===== src/rtl/core/pbo_pkg.sv =====
// Shared constants, types and token formats of the peak booking overlap block.
package pbo_pkg;

  // Table and counter sizing.
  localparam int TableDepth = 256;
  localparam int CountWidth = 16;
  localparam int DeltaWidth = CountWidth + 1;
  localparam int UsedWidth  = $clog2(TableDepth + 1);
  localparam int StampWidth = 32;
  localparam int PeakWidth  = 16;

  typedef logic        [StampWidth-1:0] stamp_t;
  typedef logic signed [DeltaWidth-1:0] delta_t;
  typedef logic        [CountWidth-1:0] count_t;
  typedef logic        [UsedWidth-1:0]  used_t;
  typedef logic        [PeakWidth-1:0]  peak_t;

  // Occupancy changes carried by the start and end points of a booking.
  localparam delta_t DeltaUp   = delta_t'(1);
  localparam delta_t DeltaDown = delta_t'(-1);

  // A time point travelling down the insertion lane.
  typedef struct packed {
    logic   vld;
    stamp_t stamp;
    delta_t delta;
  } ins_tok_t;

  // A scan token travelling down the scan lane behind the insertions.
  typedef struct packed {
    logic   vld;
    logic   probe;
    logic   rej;
    stamp_t s;
    stamp_t e;
    delta_t run;
    count_t best;
    used_t  used;
    logic   hit_s;
    logic   hit_e;
  } wave_t;

  // Result handed from the controller to the output register.
  typedef struct packed {
    logic  vld;
    peak_t peak;
    logic  rej;
  } res_t;

endpackage


===== src/rtl/core/pbo_cell.sv =====
// One cell of the sorted time-point chain: holds a point, inserts and scans.
module pbo_cell (
  input  logic              clk,
  input  logic              rst,
  input  logic              adv,
  input  pbo_pkg::ins_tok_t ins_in,
  output pbo_pkg::ins_tok_t ins_out,
  input  pbo_pkg::wave_t    wave_in,
  output pbo_pkg::wave_t    wave_out
);

  logic            occ;
  pbo_pkg::stamp_t stamp;
  pbo_pkg::delta_t delta;
  pbo_pkg::wave_t  wave_next;

  // Scan step: add this point to the running sum and track the maximum.
  always_comb begin
    wave_next = wave_in;
    if (occ) begin
      wave_next.run = wave_in.run + delta;
      if (wave_next.run > $signed({1'b0, wave_in.best})) begin
        wave_next.best = wave_next.run[pbo_pkg::CountWidth-1:0];
      end
      wave_next.used  = wave_in.used + pbo_pkg::UsedWidth'(1);
      wave_next.hit_s = wave_in.hit_s | (stamp == wave_in.s);
      wave_next.hit_e = wave_in.hit_e | (stamp == wave_in.e);
    end
  end

  // Insertion step: keep, merge, take the point and pass ours on, or pass it on.
  always_ff @(posedge clk) begin
    if (rst) begin
      occ          <= 1'b0;
      ins_out.vld  <= 1'b0;
      wave_out.vld <= 1'b0;
    end else if (adv) begin
      ins_out  <= ins_in;
      ins_out.vld <= 1'b0;
      wave_out <= wave_next;
      if (ins_in.vld) begin
        priority if (!occ) begin
          occ   <= 1'b1;
          stamp <= ins_in.stamp;
          delta <= ins_in.delta;
        end else if (ins_in.stamp == stamp) begin
          delta <= delta + ins_in.delta;
        end else if (ins_in.stamp < stamp) begin
          stamp   <= ins_in.stamp;
          delta   <= ins_in.delta;
          ins_out <= '{vld: 1'b1, stamp: stamp, delta: delta};
        end else begin
          ins_out.vld <= 1'b1;
        end
      end
    end
  end

endmodule


===== config.mk =====
export PLATFORM = sky130hd
export DESIGN_NAME = pbo_cell
export DESIGN_NICKNAME = d
export VERILOG_FILES = /design/src/rtl/core/pbo_pkg.sv /design/src/rtl/core/pbo_cell.sv
export SDC_FILE = /design/constraint.sdc
export NUM_CORES = 1
export LEC_CHECK = 0
export BUFFER_PORTS_ARGS = -buffer_cell sky130_fd_sc_hd__buf_2
export CAP_MARGIN = 20
export CORE_MARGIN = 2
export CORE_UTILIZATION = 49
export CTS_BUF_LIST = sky130_fd_sc_hd__clkbuf_8
export DETAILED_ROUTE_END_ITERATION = 7
export PLACE_DENSITY = 0.79
export SKIP_LAST_GASP = 1
export SYNTH_ARGS = -nofsm -noshare
export SYNTH_HDL_FRONTEND = slang
export SYNTH_SLANG_ARGS = --single-unit

===== constraint.sdc =====
create_clock -name clk -period 9.21 [get_ports clk]
set_input_delay 1.842 -clock clk [delete_from_list [all_inputs] [get_ports clk]]
set_output_delay 1.842 -clock clk [all_outputs]
set_load 0.02 [all_outputs]

# == Word-level counts from Yosys, hierarchy flattened ==
# Cells that the tools add are included.
# W data, S select, Z words.
# totals
ff_bits,211
input_bits,164
output_inout_bits,161
wordCells,46
# classes
add_sub_neg,3
n_lt_le_gt_ge,2
eq_ne,6
n_mux,12
n_bitwise,3
n_reduce_logical,4
# ops
op,count
$mux W50,3
$eq A32 B32 Y1,3
$mux W32,3
$mux W17,3
$mux W49,1
$mux W44,1
$add A17 B17 Y17,2
$lt A32 B32 Y1,1
$gt A17 B17 Y1,1
$mux W16,1
$add A9 B1 Y9 const B,1
$reduce_and A5 Y1,1
$reduce_and A2 Y1,2
$reduce_and A4 Y1,1
$ne A3 B1 Y1 const B,1
$ne A2 B1 Y1 const B,1
$ne A2 B2 Y1 const B,1
$or A1 B1 Y1,2
$not A1 Y1,1

# == Longest topological paths before layout ==
# Gate-level depths: netlist of the first run.
# logic_depth
depth_word,5
depth_mapped,16
mapped_depth_nobuf,15

# == Least setup slack after synthesis of the first run ==
# No wires, ideal clock.
# synth_path
path_kind,input port to flip-flop
start,input rst
end,register ins_out[0] (netlist name) (enable)
setup_time_ns,0.701
arrival_ns,8.888
t_required_ns,8.509
setup_slack_ns,-0.380
stages,1
n_path_buf,0
cell_sequence,nor2b_1
# synth_between
elab_chain_cells,2
# synth_lines
element,line_no,text
start: declaration,pbo_cell.sv:4,"input logic rst,"
$not A1 Y1 (no source line),-,
$reduce_and A2 Y1 (no source line),-,
end signal: assignment,pbo_cell.sv:38,ins_out <= ins_in;
end signal: assignment,pbo_cell.sv:51,"ins_out <= '{vld: 1'b1, stamp: stamp, delta: delta};"
end: declaration,pbo_cell.sv:7,"output pbo_pkg::ins_tok_t ins_out,"
# Every way passes these cells.
# A chain may end at the register's enable or synchronous reset.

==> results.toml, run 1 <==
[detailed_routing]
drt_first_pass_iters = 5
drc = 0
wl_met3_mm = 2.41
met1Wirelength_mm = 13.2
wirelength_mm = 30.8
wl_per_cell_um = 20.4
wl_met2_mm = 14.4
postRouteAntennaNets = 0
dr_total_vias = 8285
dr.first_iter.drc_count = 565
viasPerCell = 5.48
highest-signal-layer = "met5"

[finish]
synthToLayoutAreaGrowth_pct = 24.7
seq_area_um2 = 6310
final_cell_count_no_fill = 1512
fillCellCount = 1784
layout_commonest_cell = "buf_2"
final_cell_mix = "buf_2, edfxtp_1, ha_1"
drive_above_1_share_pct = 38.5
multi_input_area_um2 = 4520
fin_nets = 1442

[yosys]
ys_top_cells_by_area = "edfxtp_1, ha_1, mux2_2"
synth-main-ff-cell = "edfxtp_1"
async_reset_ff_share_pct = 0
synth_warnings = 0
synthCells = 836
yosysSeqAreaShare_pct = 56.8
synth_edf_count = 208
yosysTopAreaCellShare_pct = 56.3
yosys.area.top_type = "edfxtp_1"
netlist_area_um2 = 11100
synth_area_per_cell_um2 = 13.3
synth-seq-cells = 211
synthesis.nets = 1083
ys_types = 53

[worst_setup_path]
path_cells = "buf_2, ha_1, fa_1, a211oi_1, o21ai_0, o21ai_0, o21ai_0, a21o_1, a211oi_1, nor2_1, ha_1, o21ai_0, a21oi_1, o41ai_1, a211oi_2, buf_4, mux2_2"
cpPeakStageDelay_ps = 680
critPathKind = "input port to flip-flop"
r2r_slack_ps = 4230
startpoint = "wave_in[27]"
reg2reg_from = "delta[0]$_DFFE_PP_"
start_kind = "input port"
path_max_fanout = 9
worstRegToRegCells = 16
cpMostUsedCell = "o21ai_0"
timing.rr.end = "wave_out[13]$_DFFE_PP_"
cp_slowest_cell = "a211oi_2"
worstSetupEndpoint = "wave_out[13]$_DFFE_PP_"
cp.required_ps = 9480
endpoint_kind = "flip-flop"
arrival_ps = 6180

[timing]
fmax_mhz = 169
worst_clock_skew_ps = 26.8
worstMarginPinSlew_ps = 968
report.final.hold_viol_count = 0
rsz0062_at_grt = "no"
maxSlewHeadroom_pct = 35.4
fin_crit_sh_pct = 64.2
slew_violations = 0
period_needed_ps = 5910
finalSetupViolations = 0
fin_tns_setup_ps = 0

[placed_design]
dp_hpwl_mm = 23.6
io_buffers = 324
gp_congestion = 0.894
dp.cells = 1441

[pwr]
sw_frac_of_total_pct = 27.0
pwr-share-seq_pct = 47.6
powerDensity_nw_per_um2 = 173
internal_power_w = 0.00174
combPwrFrac_pct = 16.2
ir_worst_vdd_mv = 0.109
leakage_nw = 5.87
clockPowerShare_pct = 36.3
switchingPower_w = 0.000646

[status]
status = "complete, no violations"

[cts]
cts_tree = "built"
cts_resized = 0
cts_buffer_depth = 3
cts_root_buf = "clkbuf_8"
htree_levels = 2
ctsHoldBuffers = 0
cts_made_buffers = 36
clk_pin_slew_worst_paths_ps = 60
post_cts_buffers = 0
clock_sinks = 211
clk-insertion-delay-late_ps = 550

[floorplan]
die_width_um = 155
io_pins = 325
die_h_um = 155
start_util_pct = 49.5
fp.dieArea_um2 = 23900
fp.coreArea_um2 = 22400
rows = 55

[global_routing]
grt_pass1_wl_mm = 45.4
antenna_found_initial = 5
first_global_vias = 8107
grt_max_degree = 73
grt_overflow = 0
grt_use_total_pct = 24.9

[flow_run]
max-cap-violations = 0

[hold_path]
holdCritPathClass = "flip-flop to flip-flop"
min_path_cells = 2
==> routing by layer <==
layer,up-vias,GRT usage (%)
met4,2,8.38
met3,57,5.35
met5,-,0
met2,375,39.2
met1,3983,34.7
li1,3868,-
==> per-stage QoR <==
step	utilization (%)	hold slack [ps]	setup WS, ps	power, W	instance area (µm²)
6_report	61.7	476	3300	0.00239	13800
5_1_grt	61.7	504	3050	0.00249	13800
4_1_cts	61.6	475	3390	0.00241	13800
3_5_place_dp	58.3	463	2870	0.00154	13100
3_3_place_gp	58.3	456	2970	0.00153	13100
2_1_floorplan	-	537	19.0	0.00139	11100
==> worst min-delay path by stage <==
stage | slack (ps) | start | end
after floorplan | 540 | occ$_SDFFE_PP0P_ | occ$_SDFFE_PP0P_
after global placement | 460 | ins_out[49]$_SDFFE_PP0P_ | ins_out[49]$_SDFFE_PP0P_
after detailed placement | 460 | ins_out[49]$_SDFFE_PP0P_ | ins_out[49]$_SDFFE_PP0P_
after CTS | 480 | ins_out[49]$_SDFFE_PP0P_ | ins_out[49]$_SDFFE_PP0P_
after global routing | 500 | ins_out[49]$_SDFFE_PP0P_ | ins_out[49]$_SDFFE_PP0P_
final | 480 | ins_out[49]$_SDFFE_PP0P_ | ins_out[49]$_SDFFE_PP0P_
==> power groups by stage <==
stage | logic (W) | registers (W) | clock network (W)
detailed placement | 0.000382 | 0.00116 | 0
finish | 0.000387 | 0.00114 | 0.000867
global placement | 0.000374 | 0.00116 | 0
CTS | 0.000385 | 0.00114 | 0.000887
floorplan | 0.000183 | 0.00121 | 0
global route | 0.000420 | 0.00114 | 0.000928
==> flip-flops by register name, summed over array words and instances, names as in the netlist <==
signal	flops
delta	17
ins_out	50
occ	1
stamp	32
wave_out	111
==> synthesized netlist by cell type, drive strengths merged, types with 2 or more instances <==
cell type	count
nor2	30
xnor2	76
nand3	10
o31ai	4
nor2b	7
fa	2
nand2b	5
o211ai	3
o21a	7
or3	3
a311oi	2
nand4	30
or2	3
dfxtp	3
o21bai	5
mux2i	2
nand2	38
and3	6
clkbuf	4
a21oi	36
edfxtp	208
a2111oi	2
mux2	80
a31oi	4
o22ai	2
xor2	25
a211o	2
buf	8
ha	81
o21ai	44
a21o	10
a211oi	7
nor4	8
nor3	7
a41o	2
inv	59
==> critical path, delay by kind of cell <==
kind,cells,cell delay (ps)
mux,1,350
buf+inv,2,420
fa+ha+maj,3,1010
simple gates,1,130
compound gates,10,2430
==> final cells by class <==
cell class              count  share of cell area [%]
inverters                  59                    1.60
clock buffers              38                    3.78
clock inverters            28                    1.50
multi-input cells         554                    32.7
diodes                      4                  0.0723
flip-flops and latches    211                    45.5
repair buffers            333                    12.3
well taps                 285                    2.58
==> logic make-up after synthesis <==
family	share of synthesized area, %
and+or+nand+nor	6.97
xor gates and xnor gates	7.97
buffers and inverters	2.63
muxes	8.60
DFF	56.8
adders and majority gates	9.49
AOI/OAI and AO/OA	7.54
(Power assumes the default switching activity.)
==> inputs of run 2 (changes only) <==
ABC_AREA = 1   (was not set)
CORE_UTILIZATION = 54   (was 49)
PLACE_DENSITY = 0.82   (was 0.79)
clock period = 5.9 ns   (was 9.21 ns; I/O delays follow)
==> results.toml, run 2 <==
[status]
status = "complete, no violations"

[timing]
slew_violations = 0
period_needed_ps = 4160
maxSlewHeadroom_pct = 38.3
fmax_mhz = 241
rsz0062_at_grt = "no"
report.final.hold_viol_count = 0
fin_tns_setup_ps = 0
worst_clock_skew_ps = 21.6
finalSetupViolations = 0
fin_crit_sh_pct = 70.4
worstMarginPinSlew_ps = 925

[worst_setup_path]
cp.required_ps = 6160
path_max_fanout = 17
cp_slowest_cell = "a21oi_4"
path_cells = "buf_2, ha_1, fa_1, nand3_1, nand2_1, nand2_1, nand3_2, nand2_1, nand2_1, nand2_1, inv_1, o21ai_0, nand2_1, ha_1, nand2_1, inv_1, nand3_1, o41ai_1, a21oi_4, nand2_4, nand2_1, nand2_1"
reg2reg_from = "delta[0]$_DFFE_PP_"
critPathKind = "input port to flip-flop"
worstRegToRegCells = 21
timing.rr.end = "wave_out[23]$_DFFE_PP_"
endpoint_kind = "flip-flop"
arrival_ps = 4420
cpPeakStageDelay_ps = 440
cpMostUsedCell = "nand2_1"
start_kind = "input port"
r2r_slack_ps = 2060

[cts]
clk_pin_slew_worst_paths_ps = 50
cts_tree = "built"
clk-insertion-delay-late_ps = 530
post_cts_buffers = 0
htree_levels = 2
cts_root_buf = "clkbuf_8"
ctsHoldBuffers = 0
cts_resized = 0
cts_buffer_depth = 3
cts_made_buffers = 36
clock_sinks = 211

[finish]
fin_nets = 1705
drive_above_1_share_pct = 28.3
layout_commonest_cell = "buf_2"
regMostFlops = "wave_out"
final_cell_count_no_fill = 1754
largest_register_ffs = 111
final_area_um2 = 14000
synthToLayoutAreaGrowth_pct = 22.1
final_cell_mix = "buf_2, nand2_1, edfxtp_1"
largestRegisters = "wave_out x111, ins_out x50, stamp x32"

[yosys]
synth_edf_count = 208
netlist_area_um2 = 11500
synthesis.nets = 1358
synth_warnings = 0
synth_area_per_cell_um2 = 10.3
ys_top_cells_by_area = "edfxtp_1, ha_1, nand2_1"
synthCells = 1111
synth.most_common_cell = "nand2_1"
synth_common_cells = "nand2_1, edfxtp_1, inv_1"
synth-seq-cells = 211
yosysTopAreaCellShare_pct = 54.3
synth-main-ff-cell = "edfxtp_1"
async_reset_ff_share_pct = 0
yosysSeqAreaShare_pct = 54.9
ys_types = 55
yosys.area.top_type = "edfxtp_1"

[global_routing]
grt_use_total_pct = 27.1
grt_max_degree = 161
grt_overflow = 0
grt_pass1_wl_mm = 47.0
first_global_vias = 9237
antenna_found_initial = 3

[hold_path]
min_path_cells = 2
hp-start = "wave_out[110]$_SDFFE_PP0P_"
holdCritPathClass = "flip-flop to flip-flop"
holdPathEnd = "wave_out[110]$_SDFFE_PP0P_"

[placed_design]
dp.cells = 1695
placed_cell_area_um2 = 13400
dp_hpwl_mm = 24.3
gp_congestion = 0.910
io_buffers = 324

[detailed_routing]
drt_first_pass_iters = 5
dr.first_iter.drc_count = 583
dr_total_vias = 9561
wirelength_mm = 31.5
wl_per_cell_um = 18.0
drc = 0
viasPerCell = 5.45
postRouteAntennaNets = 0

[flow_run]
max-cap-violations = 0

[floorplan]
fp.coreArea_um2 = 21000
io_pins = 325
rows = 53
die_h_um = 150
fp.dieArea_um2 = 22500
start_util_pct = 54.8
die_width_um = 150

[pwr]
leakage_nw = 6.56
powerDensity_nw_per_um2 = 258
ir_worst_vdd_mv = 0.186
## run 2: changes by cell type after synthesis, sizes merged, moves of 11 or more
| cell | delta |
|---|---|
| nand3 | +38 |
| a21oi | +24 |
| o21ai | +49 |
| inv | +72 |
| mux2 | -79 |
| nor2 | +22 |
| xnor2 | -53 |
| nand4 | -11 |
| nand2 | +233 |
## run 2: power by group
part | internal (W) | total (W) | switching [W]
combinational | 0.000221 | 0.000644 | 0.000423
clock | 0.000633 | 0.00121 | 0.000576
sequential | 0.00174 | 0.00177 | 0.0000247
## run 2: cells by family (layout without fill, tap and decap cells)
| kind of cell | after synthesis | after routing | synth area share [%] |
|---|---|---|---|
| flops | 211 | 211 | 54.9 |
| other cells | 0 | 1 | 0 |
| fa+ha+maj | 83 | 83 | 9.17 |
| compound gates | 196 | 196 | 10.2 |
| buf+inv | 151 | 518 | 5.62 |
| xor+xnor | 57 | 57 | 4.34 |
| simple gates | 411 | 411 | 15.6 |
| mux | 2 | 2 | 0.185 |
## run 2: worst max-delay path by stage
stage | startpoint | depth (start not counted) | slack [ps] | endpoint
6_report | wave_in[27] | 22 | 1740 | wave_out[23]$_DFFE_PP_
5_1_grt | wave_in[27] | 22 | 1450 | wave_out[22]$_DFFE_PP_
3_3_place_gp | wave_in[27] | 22 | 1450 | wave_out[25]$_DFFE_PP_
2_1_floorplan | adv | 4 | 30 | stamp[0]$_DFFE_PP_
3_5_place_dp | wave_in[27] | 22 | 1260 | wave_out[23]$_DFFE_PP_
4_1_cts | wave_in[27] | 22 | 1780 | wave_out[23]$_DFFE_PP_
## run 2: area by class of cell
type	instances	area (µm²)
Fill cell	1641	6930
Sequential cell	211	6310
Multi-Input combinational cell	749	4570
Timing Repair Buffer	329	1690
Clock buffer	38	523
Inverter	131	492
Tap cell	275	344
Clock inverter	20	108
Antenna cell	1	2.50
## run 2: worst max-delay path: cells and delay by family
family | cells | cell delay [ps]
AND/OR/NAND/NOR | 13 | 1290
adder cells (fa/ha/maj) | 3 | 960
buffers and inverters | 3 | 210
AO/OA/AOI/OAI | 3 | 750
## run 2: stage by stage
step	power, W	util (%)	hold WS, ps	setup WS, ps
finish	0.00362	67.0	460	1740
global route	0.00377	66.9	486	1450
CTS	0.00364	66.9	462	1780
detailed placement	0.00244	63.9	453	1260
global placement	0.00242	63.8	446	1450
floorplan	0.00220	-	530	25.8
## run 2: metal layers
layer / track usage [%] / vias up / routed length [µm]
li1: - / 4545 / -
met1: 31.1 / 4478 / 11800
met2: 48.4 / 433 / 15700
met3: 5.79 / 99 / 2550
met4: 12.3 / 6 / 1440
met5: 0 / - / 40
