File: config.mk
export PLATFORM = sky130hd
export DESIGN_NAME = pbo_ctrl_flat
export DESIGN_NICKNAME = d
export VERILOG_FILES = /design/src/rtl/core/pbo_pkg.sv /design/src/rtl/core/pbo_if.sv /design/src/rtl/core/pbo_ctrl.sv /design/src/flat_wrapper.sv
export SDC_FILE = /design/constraint.sdc
export NUM_CORES = 1
export LEC_CHECK = 0
export BUFFER_PORTS_ARGS = -buffer_cell sky130_fd_sc_hd__buf_2
export CORE_MARGIN = 10
export CORE_UTILIZATION = 52
export DETAILED_ROUTE_END_ITERATION = 8
export PLACE_DENSITY = 0.87
export SLEW_MARGIN = 20
export SYNTH_ARGS = -nofsm -noshare
export SYNTH_HDL_FRONTEND = slang
export SYNTH_SLANG_ARGS = --single-unit
File: constraint.sdc
create_clock -name clk -period 7.7 [get_ports clk]
set_input_delay 0.77 -clock clk [delete_from_list [all_inputs] [get_ports clk]]
set_output_delay 0.77 -clock clk [all_outputs]
set_load 0.02 [all_outputs]
File: src/rtl/core/pbo_pkg.sv
// Shared constants, types and token formats of the peak booking overlap block.
package pbo_pkg;

  // Table and counter sizing.
  localparam int TableDepth = 256;
  localparam int CountWidth = 16;
  localparam int DeltaWidth = CountWidth + 1;
  localparam int UsedWidth  = $clog2(TableDepth + 1);
  localparam int StampWidth = 32;
  localparam int PeakWidth  = 16;

  typedef logic        [StampWidth-1:0] stamp_t;
  typedef logic signed [DeltaWidth-1:0] delta_t;
  typedef logic        [CountWidth-1:0] count_t;
  typedef logic        [UsedWidth-1:0]  used_t;
  typedef logic        [PeakWidth-1:0]  peak_t;

  // Occupancy changes carried by the start and end points of a booking.
  localparam delta_t DeltaUp   = delta_t'(1);
  localparam delta_t DeltaDown = delta_t'(-1);

  // A time point travelling down the insertion lane.
  typedef struct packed {
    logic   vld;
    stamp_t stamp;
    delta_t delta;
  } ins_tok_t;

  // A scan token travelling down the scan lane behind the insertions.
  typedef struct packed {
    logic   vld;
    logic   probe;
    logic   rej;
    stamp_t s;
    stamp_t e;
    delta_t run;
    count_t best;
    used_t  used;
    logic   hit_s;
    logic   hit_e;
  } wave_t;

  // Result handed from the controller to the output register.
  typedef struct packed {
    logic  vld;
    peak_t peak;
    logic  rej;
  } res_t;

endpackage

File: src/rtl/core/pbo_if.sv
// Request and result channel interfaces of the peak booking overlap block.
interface pbo_req_if;
  logic            valid;
  logic            ready;
  pbo_pkg::stamp_t start_time;
  pbo_pkg::stamp_t end_time;

  modport source (output valid, output start_time, output end_time, input ready);
  modport sink (input valid, input start_time, input end_time, output ready);
endinterface


File: src/rtl/core/pbo_ctrl.sv
// Request sequencer: room check, point launch, probe scans and result selection.
module pbo_ctrl (
  input  logic              clk,
  input  logic              rst,
  input  logic              adv,
  pbo_req_if.sink           req,
  input  pbo_pkg::wave_t    wave_exit,
  output pbo_pkg::ins_tok_t ins_tok,
  output pbo_pkg::wave_t    wave_tok,
  output pbo_pkg::res_t     res
);

  localparam logic [1:0] ST_IDLE   = 2'd0;
  localparam logic [1:0] ST_SEND_E = 2'd1;
  localparam logic [1:0] ST_DRAIN  = 2'd2;
  localparam logic [1:0] ST_PROBE  = 2'd3;

  localparam int RoomWidth = pbo_pkg::UsedWidth + 2;
  localparam int FitWidth  = pbo_pkg::UsedWidth + 1;

  logic [1:0]      state;
  pbo_pkg::stamp_t s_reg;
  pbo_pkg::stamp_t e_reg;
  pbo_pkg::count_t bookings;
  pbo_pkg::used_t  used_known;
  pbo_pkg::used_t  inflight;
  pbo_pkg::wave_t  pend;

  logic       accept;
  logic       cnt_full;
  logic       room_fast;
  logic       exit_grow;
  logic       probe_done;
  logic       probe_fits;
  logic       launch;
  logic [1:0] needed;

  // Fresh scan token with empty running state.
  function automatic pbo_pkg::wave_t make_wave(logic probe, logic rej,
                                               pbo_pkg::stamp_t s, pbo_pkg::stamp_t e);
    pbo_pkg::wave_t w;
    w       = '0;
    w.vld   = 1'b1;
    w.probe = probe;
    w.rej   = rej;
    w.s     = s;
    w.e     = e;
    return w;
  endfunction

  // Clamp the peak to the width of the result field.
  function automatic pbo_pkg::peak_t sat_peak(pbo_pkg::count_t best);
    logic [32:0] wide;
    wide = 33'(best);
    return (wide > 33'd65535) ? 16'hFFFF : wide[15:0];
  endfunction

  assign req.ready = adv && (state == ST_IDLE);
  assign accept    = req.valid && req.ready;
  assign cnt_full  = (bookings == '1);

  // Upper bound on points once every launched booking has landed, plus two.
  assign room_fast = (RoomWidth'(used_known) + (RoomWidth'(inflight) << 1) + RoomWidth'(2))
                     <= RoomWidth'(pbo_pkg::TableDepth);

  // Exact room check from a probe scan of the settled table.
  assign needed     = 2'(!wave_exit.hit_s) +
                      2'(!wave_exit.hit_e && (wave_exit.s != wave_exit.e));
  assign probe_fits = (FitWidth'(needed) + FitWidth'(wave_exit.used))
                      <= FitWidth'(pbo_pkg::TableDepth);
  assign probe_done = (state == ST_PROBE) && wave_exit.vld && wave_exit.probe;
  assign exit_grow  = wave_exit.vld && !wave_exit.probe && !wave_exit.rej;

  assign launch = adv && (((state == ST_IDLE) && accept && !cnt_full && room_fast) ||
                          ((state == ST_DRAIN) && (inflight == '0) && room_fast) ||
                          (probe_done && probe_fits));

  // A probe that found room is internal; every other scan is a result.
  always_comb begin
    res.vld  = wave_exit.vld && !(wave_exit.probe && probe_fits);
    res.rej  = wave_exit.rej || wave_exit.probe;
    res.peak = sat_peak(wave_exit.best);
  end

  // Sequencer: start point, end point, then the scan through pend; drain and probe near a full table.
  always_ff @(posedge clk) begin
    if (rst) begin
      state        <= ST_IDLE;
      bookings     <= '0;
      used_known   <= '0;
      inflight     <= '0;
      ins_tok.vld  <= 1'b0;
      wave_tok.vld <= 1'b0;
      pend.vld     <= 1'b0;
    end else if (adv) begin
      ins_tok.vld <= 1'b0;
      wave_tok    <= pend;
      pend.vld    <= 1'b0;
      inflight    <= inflight + pbo_pkg::UsedWidth'(launch) - pbo_pkg::UsedWidth'(exit_grow);
      if (launch) begin
        bookings <= bookings + pbo_pkg::CountWidth'(1);
      end
      if (wave_exit.vld) begin
        used_known <= wave_exit.used;
      end
      unique case (state)
        ST_IDLE: begin
          if (accept) begin
            s_reg <= req.start_time;
            e_reg <= req.end_time;
            priority if (cnt_full) begin
              pend <= make_wave(1'b0, 1'b1, req.start_time, req.end_time);
            end else if (room_fast) begin
              ins_tok <= '{vld: 1'b1, stamp: req.start_time, delta: pbo_pkg::DeltaUp};
              state   <= ST_SEND_E;
            end else begin
              state <= ST_DRAIN;
            end
          end
        end
        ST_SEND_E: begin
          ins_tok <= '{vld: 1'b1, stamp: e_reg, delta: pbo_pkg::DeltaDown};
          pend    <= make_wave(1'b0, 1'b0, s_reg, e_reg);
          state   <= ST_IDLE;
        end
        ST_DRAIN: begin
          if (inflight == '0) begin
            if (room_fast) begin
              ins_tok <= '{vld: 1'b1, stamp: s_reg, delta: pbo_pkg::DeltaUp};
              state   <= ST_SEND_E;
            end else begin
              pend  <= make_wave(1'b1, 1'b0, s_reg, e_reg);
              state <= ST_PROBE;
            end
          end
        end
        ST_PROBE: begin
          if (probe_done) begin
            if (probe_fits) begin
              ins_tok <= '{vld: 1'b1, stamp: s_reg, delta: pbo_pkg::DeltaUp};
              state   <= ST_SEND_E;
            end else begin
              state <= ST_IDLE;
            end
          end
        end
      endcase
    end
  end

endmodule

File: src/flat_wrapper.sv
// flat-port wrapper written by rule: the top's interface ports become plain ports
module pbo_ctrl_flat 
  (clk, rst, adv, wave_exit, ins_tok, wave_tok, res, req_valid, req_start_time, req_end_time, req_ready);
  pbo_req_if req_i ();
  input  logic clk;
  input  logic rst;
  input  logic adv;
  input  pbo_pkg::wave_t wave_exit;
  output pbo_pkg::ins_tok_t ins_tok;
  output pbo_pkg::wave_t wave_tok;
  output pbo_pkg::res_t res;
  input wire logic [$bits(req_i.valid)-1:0] req_valid;
  input wire logic [$bits(req_i.start_time)-1:0] req_start_time;
  input wire logic [$bits(req_i.end_time)-1:0] req_end_time;
  output wire logic [$bits(req_i.ready)-1:0] req_ready;
  assign req_i.valid = req_valid;
  assign req_i.start_time = req_start_time;
  assign req_i.end_time = req_end_time;
  assign req_ready = req_i.ready;
  pbo_ctrl u_core (.clk(clk), .rst(rst), .adv(adv), .req(req_i), .wave_exit(wave_exit), .ins_tok(ins_tok), .wave_tok(wave_tok), .res(res));
endmodule
Word level (Yosys, flattened, before mapping). Index checks and enable logic that the tools add are counted.

Output and inout port bits: 180. Register bits: 372. Input bits: 179.

Magnitude comparators: 2. Bitwise operators: 1. Multiplexer cells: 21. Reduce and logical (&&, ||, !) cells: 35. Eq/ne operators: 14. $add $sub $neg: 7.

Operator list (number): $mux W111 (4); $mux W50 (7); $pmux W111 S3 (1); $pmux W50 S4 (1); $ne A32 B32 Y1 (1); $add A16 B1 Y16 const B (1); $eq A16 B16 Y1 const B (1); $logic_and A1 B1 Y1 (16); $mux W2 (6); $ne A2 B1 Y1 const B (6); $add A11 B2 Y11 const B (1); $add A9 B10 Y11 (1); $le A11 B9 Y1 const B (1); $add A2 B9 Y10 (1); $le A10 B9 Y1 const B (1); $add A9 B1 Y9 (1); $logic_not A9 Y1 (1); $reduce_and A9 Y1 (1); $sub A9 B1 Y9 (1); $pmux W2 S4 (1); $reduce_and A7 Y1 (1); $logic_not A1 Y1 (6); $ne A2 B2 Y1 const B (3); $reduce_and A2 Y1 (3); other kinds (10) (13).

Depth between registers and ports, before layout.
Depth after elaboration: 11. Gate-level depth with buffers: 20. Mapped depth without buffers: 20.

Worst setup path before layout. No wires, ideal clock.

Path type: reg-to-reg. From: register u_core.inflight[1]. To: register, netlist name u_core.ins_tok[0]. Required time: 7.190 ns. Buffers on the path: 1. Stages on the path, launching flop included: 12. Arrival time: 5.944 ns. Clock period less this slack: 6.455 ns. Setup time: 0.510 ns. Setup slack: 1.245 ns. Cells stage by stage: dfxtp_1 -> ha_1 -> ha_1 -> fa_1 -> a21oi_1 -> o21ai_1 -> or4_1 -> mux2_4 -> a21oi_2 -> buf_2 -> nor2_1 -> nor4_1.

Word-level cells in the longest chain between the ends: 5. Elaborated cells on any way between the ends: 8. Those cells by class: add/sub (2); order compare (1); eq/ne (3); reduce/logical (2).

RTL lines: start: declaration (line pbo_ctrl.sv:26) `pbo_pkg::used_t inflight;`; start signal: assignment (line pbo_ctrl.sv:99) `inflight <= inflight + pbo_pkg::UsedWidth'(launch) - pbo_pkg::UsedWidth'(exit_grow);`; $add A9 B10 Y11 (line pbo_ctrl.sv:63) `assign room_fast = (RoomWidth'(used_known) + (RoomWidth'(inflight) << 1) + RoomWidth'(2))`; $add A11 B2 Y11 (line pbo_ctrl.sv:63); $le A11 B9 Y1 (line pbo_ctrl.sv:64) `<= RoomWidth'(pbo_pkg::TableDepth);`; $ne A2 B1 Y1 (no line); $reduce_and A9 Y1 (no line) (*).

Mark *: on every way between the ends. The rest lies on a longest branch, timed or not. A chain may end at the register's enable or synchronous reset.

Worst setup path in the final report.
From: input port wave_exit[74] (netlist bit). To: register u_core.inflight[8].

Word-level cells in the longest chain between the ends: 10.

RTL lines: start: declaration (line flat_wrapper.sv:8) `input pbo_pkg::wave_t wave_exit;`; $ne A32 B32 Y1 (line pbo_ctrl.sv:68) `2'(!wave_exit.hit_e && (wave_exit.s != wave_exit.e));`; $logic_and A1 B1 Y1 (line pbo_ctrl.sv:68); $add A1 B1 Y2 (line pbo_ctrl.sv:67) `assign needed = 2'(!wave_exit.hit_s) +`; $add A2 B9 Y10 (line pbo_ctrl.sv:69) `assign probe_fits = (FitWidth'(needed) + FitWidth'(wave_exit.used))`; $le A10 B9 Y1 (line pbo_ctrl.sv:70) `<= FitWidth'(pbo_pkg::TableDepth);`; $logic_and A1 B1 Y1 (line pbo_ctrl.sv:76) `(probe_done && probe_fits));`; $logic_or A1 B1 Y1 (line pbo_ctrl.sv:75) `((state == ST_DRAIN) && (inflight == '0) && room_fast) ||`; $logic_and A1 B1 Y1 (line pbo_ctrl.sv:74) `assign launch = adv && (((state == ST_IDLE) && accept && !cnt_full && room_fast) ||`; $add A9 B1 Y9 (line pbo_ctrl.sv:99); $sub A9 B1 Y9 (line pbo_ctrl.sv:99).

Every way passes these cells.

==> results.cfg <==
[pwr]
vdd_ir_drop_max_uv = 160
clockPowerShare_pct = 35.3
combPwrFrac_pct = 20.3
p_seq_share_pct = 44.4
p_int_mw = 2.84
swShare_pct = 28.3
netSwitchingPower_mw = 1.12
p_leak_nw = 6.01
power.density_mw_per_mm2 = 272

[synth]
ys.flop_type = edfxtp_1
synth_top_area_share_pct = 56.0
ys_ff_latch = 269
async_reset_ff_share_pct = 0
ys_seq_area_share_pct = 62.3
ys.warnings.count = 0
synth_cell_types = 56
synth_top_area_cell = edfxtp_1
synth-edff-count = 230
avgSynthCellArea_um2 = 12.7
synthCells = 968
synth_area_leaders = edfxtp_1 (56%), dfxtp_1 (6.3%), buf_4 (4.6%)
netlist_area_mm2 = 0.0123

[floorplanning]
core_mm2 = 0.0234
fp.dieW_um = 174
die-area_mm2 = 0.0303
ioPinCount = 359
rows = 56
fp.dieH_um = 174
initial_utilization_pct = 52.7

[global_route]
first_global_vias = 8749
grt_max_degree = 68
grtUsageTotal_pct = 19.7
grt_pass1_wl_mm = 48.3
grt-ovfl-total = 0
antenna_found_initial = 7

[hold_path]
min_path_type = reg -> reg

[clock_network]
clk_latency_ns = 0.53
cts_setup_buffers = 0
cts_sinks = 269
hold_buffers = 0
cts_buffers = 26
cts_tree = yes
clkTransAtPathRegs_ns = 0.06
clockBufferDepth = 3
cts_root_buf = clkbuf_16
cts-htree-levels = 1
post_cts_resized = 0

[drt]
wl_per_cell_um = 20.8
wirelength_mm = 31.8
route.detailed.vias_per_inst = 5.61
drtIter0Drc = 868
num_vias = 8570
firstDrtPassIters = 7
drc = 0
drtAntennaViolNets = 0

[layout]
final_cell_mix = buf_2 (265), edfxtp_1 (230), a22o_1 (64), a21oi_1 (58), inv_1 (51)
nets = 1396
final_area_mm2 = 0.0146
reg_top3 = u_core.pend (67), u_core.wave_tok (67), u_core.ins_tok (35)
final_common_cell = buf_2
drive_gt1_share_pct = 29.2
area_delta_synth_final_pct = 17.9

[place]
portBuffers = 265
placed_area_mm2 = 0.0136
gp_congestion = 0.861
dp_hpwl_mm = 21.4

[setup_path]
critical-path-slowest-cell = nand2_1
path_common_cell = a21oi_1
startpoint_type = input port
crit_required_ns = 8.11
endpoint_kind = flip-flop
cp_slowest_stage_delay_ns = 0.61
reg2reg_setup_slack_ns = 2.57
worstPathArrival_ns = 5.68
crit_type = in -> reg
worstPathCellList = buf_2 -> xnor2_1 -> nand4_1 -> nor4_1 -> a41o_1 -> fa_1 -> nor4_1 -> o21ai_0 -> nand2_1 -> a21oi_2 -> ha_1 -> fa_1 -> a21oi_1 -> o21bai_1 -> a21oi_1 -> o21ai_0 -> a21o_1 -> a21oi_1 -> mux2_2
path_max_fanout = 15

[sta]
finalCritPeriodShare_pct = 68.5
final-setup-viol-count = 0
finClkSkew_ns = 0.0183
period_minus_slack_ns = 5.27
fin_tns_setup_ns = 0
clock.fmax_mhz = 190
worstMarginPinSlew_ns = 1.00
worst_slew_margin_rel_pct = 33.3
hold_viol = 0
rsz0062_at_grt = no
slew_viol_final = 0

[job]
maxCapViolations = 0

[status]
status = completed
## cells by family after synthesis
family,Yosys count,share of synthesized area [%]
adders and majority gates,32,3.43
DFF,269,62.3
xor gates and xnor gates,42,2.98
other,1,0.0304
muxes,21,1.89
buffers and inverters,183,8.04
AOI/OAI and AO/OA,269,15.0
and+or+nand+nor,151,6.32
## per-stage QoR
| stage | std cells | worst slack (ns) | util, % | total power, mW | hold WS (ns) |
|---|---|---|---|---|---|
| 2_1_floorplan | 1011 | 1.25 | - | 2.37 | 0.400 |
| 3_3_place_gp | 1476 | 2.02 | 58.1 | 2.55 | 0.401 |
| 3_5_place_dp | 1476 | 1.91 | 58.1 | 2.59 | 0.405 |
| 4_1_cts | 1524 | 2.45 | 62.1 | 3.98 | 0.419 |
| 5_1_grt | 1528 | 2.06 | 62.2 | 4.12 | 0.423 |
| 6_report | 1528 | 2.43 | 62.2 | 3.96 | 0.418 |
## per-layer routing
| metal | routed length, um | vias to the layer above | part of all wire [%] | global-route usage (%) |
|---|---|---|---|---|
| met5 | 49 | - | 0.15 | 0 |
| met3 | 2870 | 68 | 9.0 | 5.11 |
| met4 | 780 | 6 | 2.5 | 7.09 |
| met1 | 11700 | 4124 | 37 | 22.7 |
| met2 | 16400 | 452 | 52 | 34.5 |
| li1 | - | 3920 | - | - |
## power groups by stage
| stage | registers, mW | clock network [mW] | logic, mW |
|---|---|---|---|
| final | 1.76 | 1.40 | 0.804 |
| after detailed placement | 1.79 | 0 | 0.795 |
| after global placement | 1.79 | 0 | 0.763 |
| after CTS | 1.76 | 1.42 | 0.802 |
| after global routing | 1.77 | 1.48 | 0.879 |
| after floorplan | 1.80 | 0 | 0.565 |
## worst max-delay path: cells and delay by family
kind	cells	cell delay (ns)
AO/OA/AOI/OAI	9	1.75
buffers and inverters	1	0.10
AND/OR/NAND/NOR	4	1.37
XOR/XNOR	1	0.17
multiplexers	1	0.35
adder cells (fa/ha/maj)	3	1.18
## area by class of cell
class	count	area, um2
antenna	4	10.0
clock inverter	18	265
sequential	269	7690
inverter	52	195
multi-input combinational	559	3890
clock buffer	30	687
fill	1775	8850
tap	319	399
timing repair buffer	277	1420
## path summary, 6_finish.rpt
check / start / cells after the start / endpoint
max: wave_exit[74] / 19 / u_core.inflight[8]
min: u_core.pend[76] / 0 / u_core.wave_tok[76]
max reg2reg: u_core.inflight[1] / 18 / u_core.inflight[8]
min reg2reg: u_core.pend[76] / 0 / u_core.wave_tok[76]
## cells in the mapped netlist (5+ instances only)
cell type and instances:
a21o_1 39, mux2_1 9, edfxtp_1 230, a21oi_1 59, nor2b_1 15, buf_2 7
a21oi_2 11, ha_1 29, nor4_1 7, nand2_1 26, mux2i_1 6, a22o_1 64
nand4_1 14, xnor2_1 29, nand2b_1 5, dfxtp_1 39, buf_4 75, inv_1 51
and3_1 7, nand3_1 20, xor2_1 13, a211oi_1 6, o21ai_0 38, nor2_1 36
clkbuf_1 45, a31oi_1 33, mux2_2 5
Power figures use the tool's default switching activity.
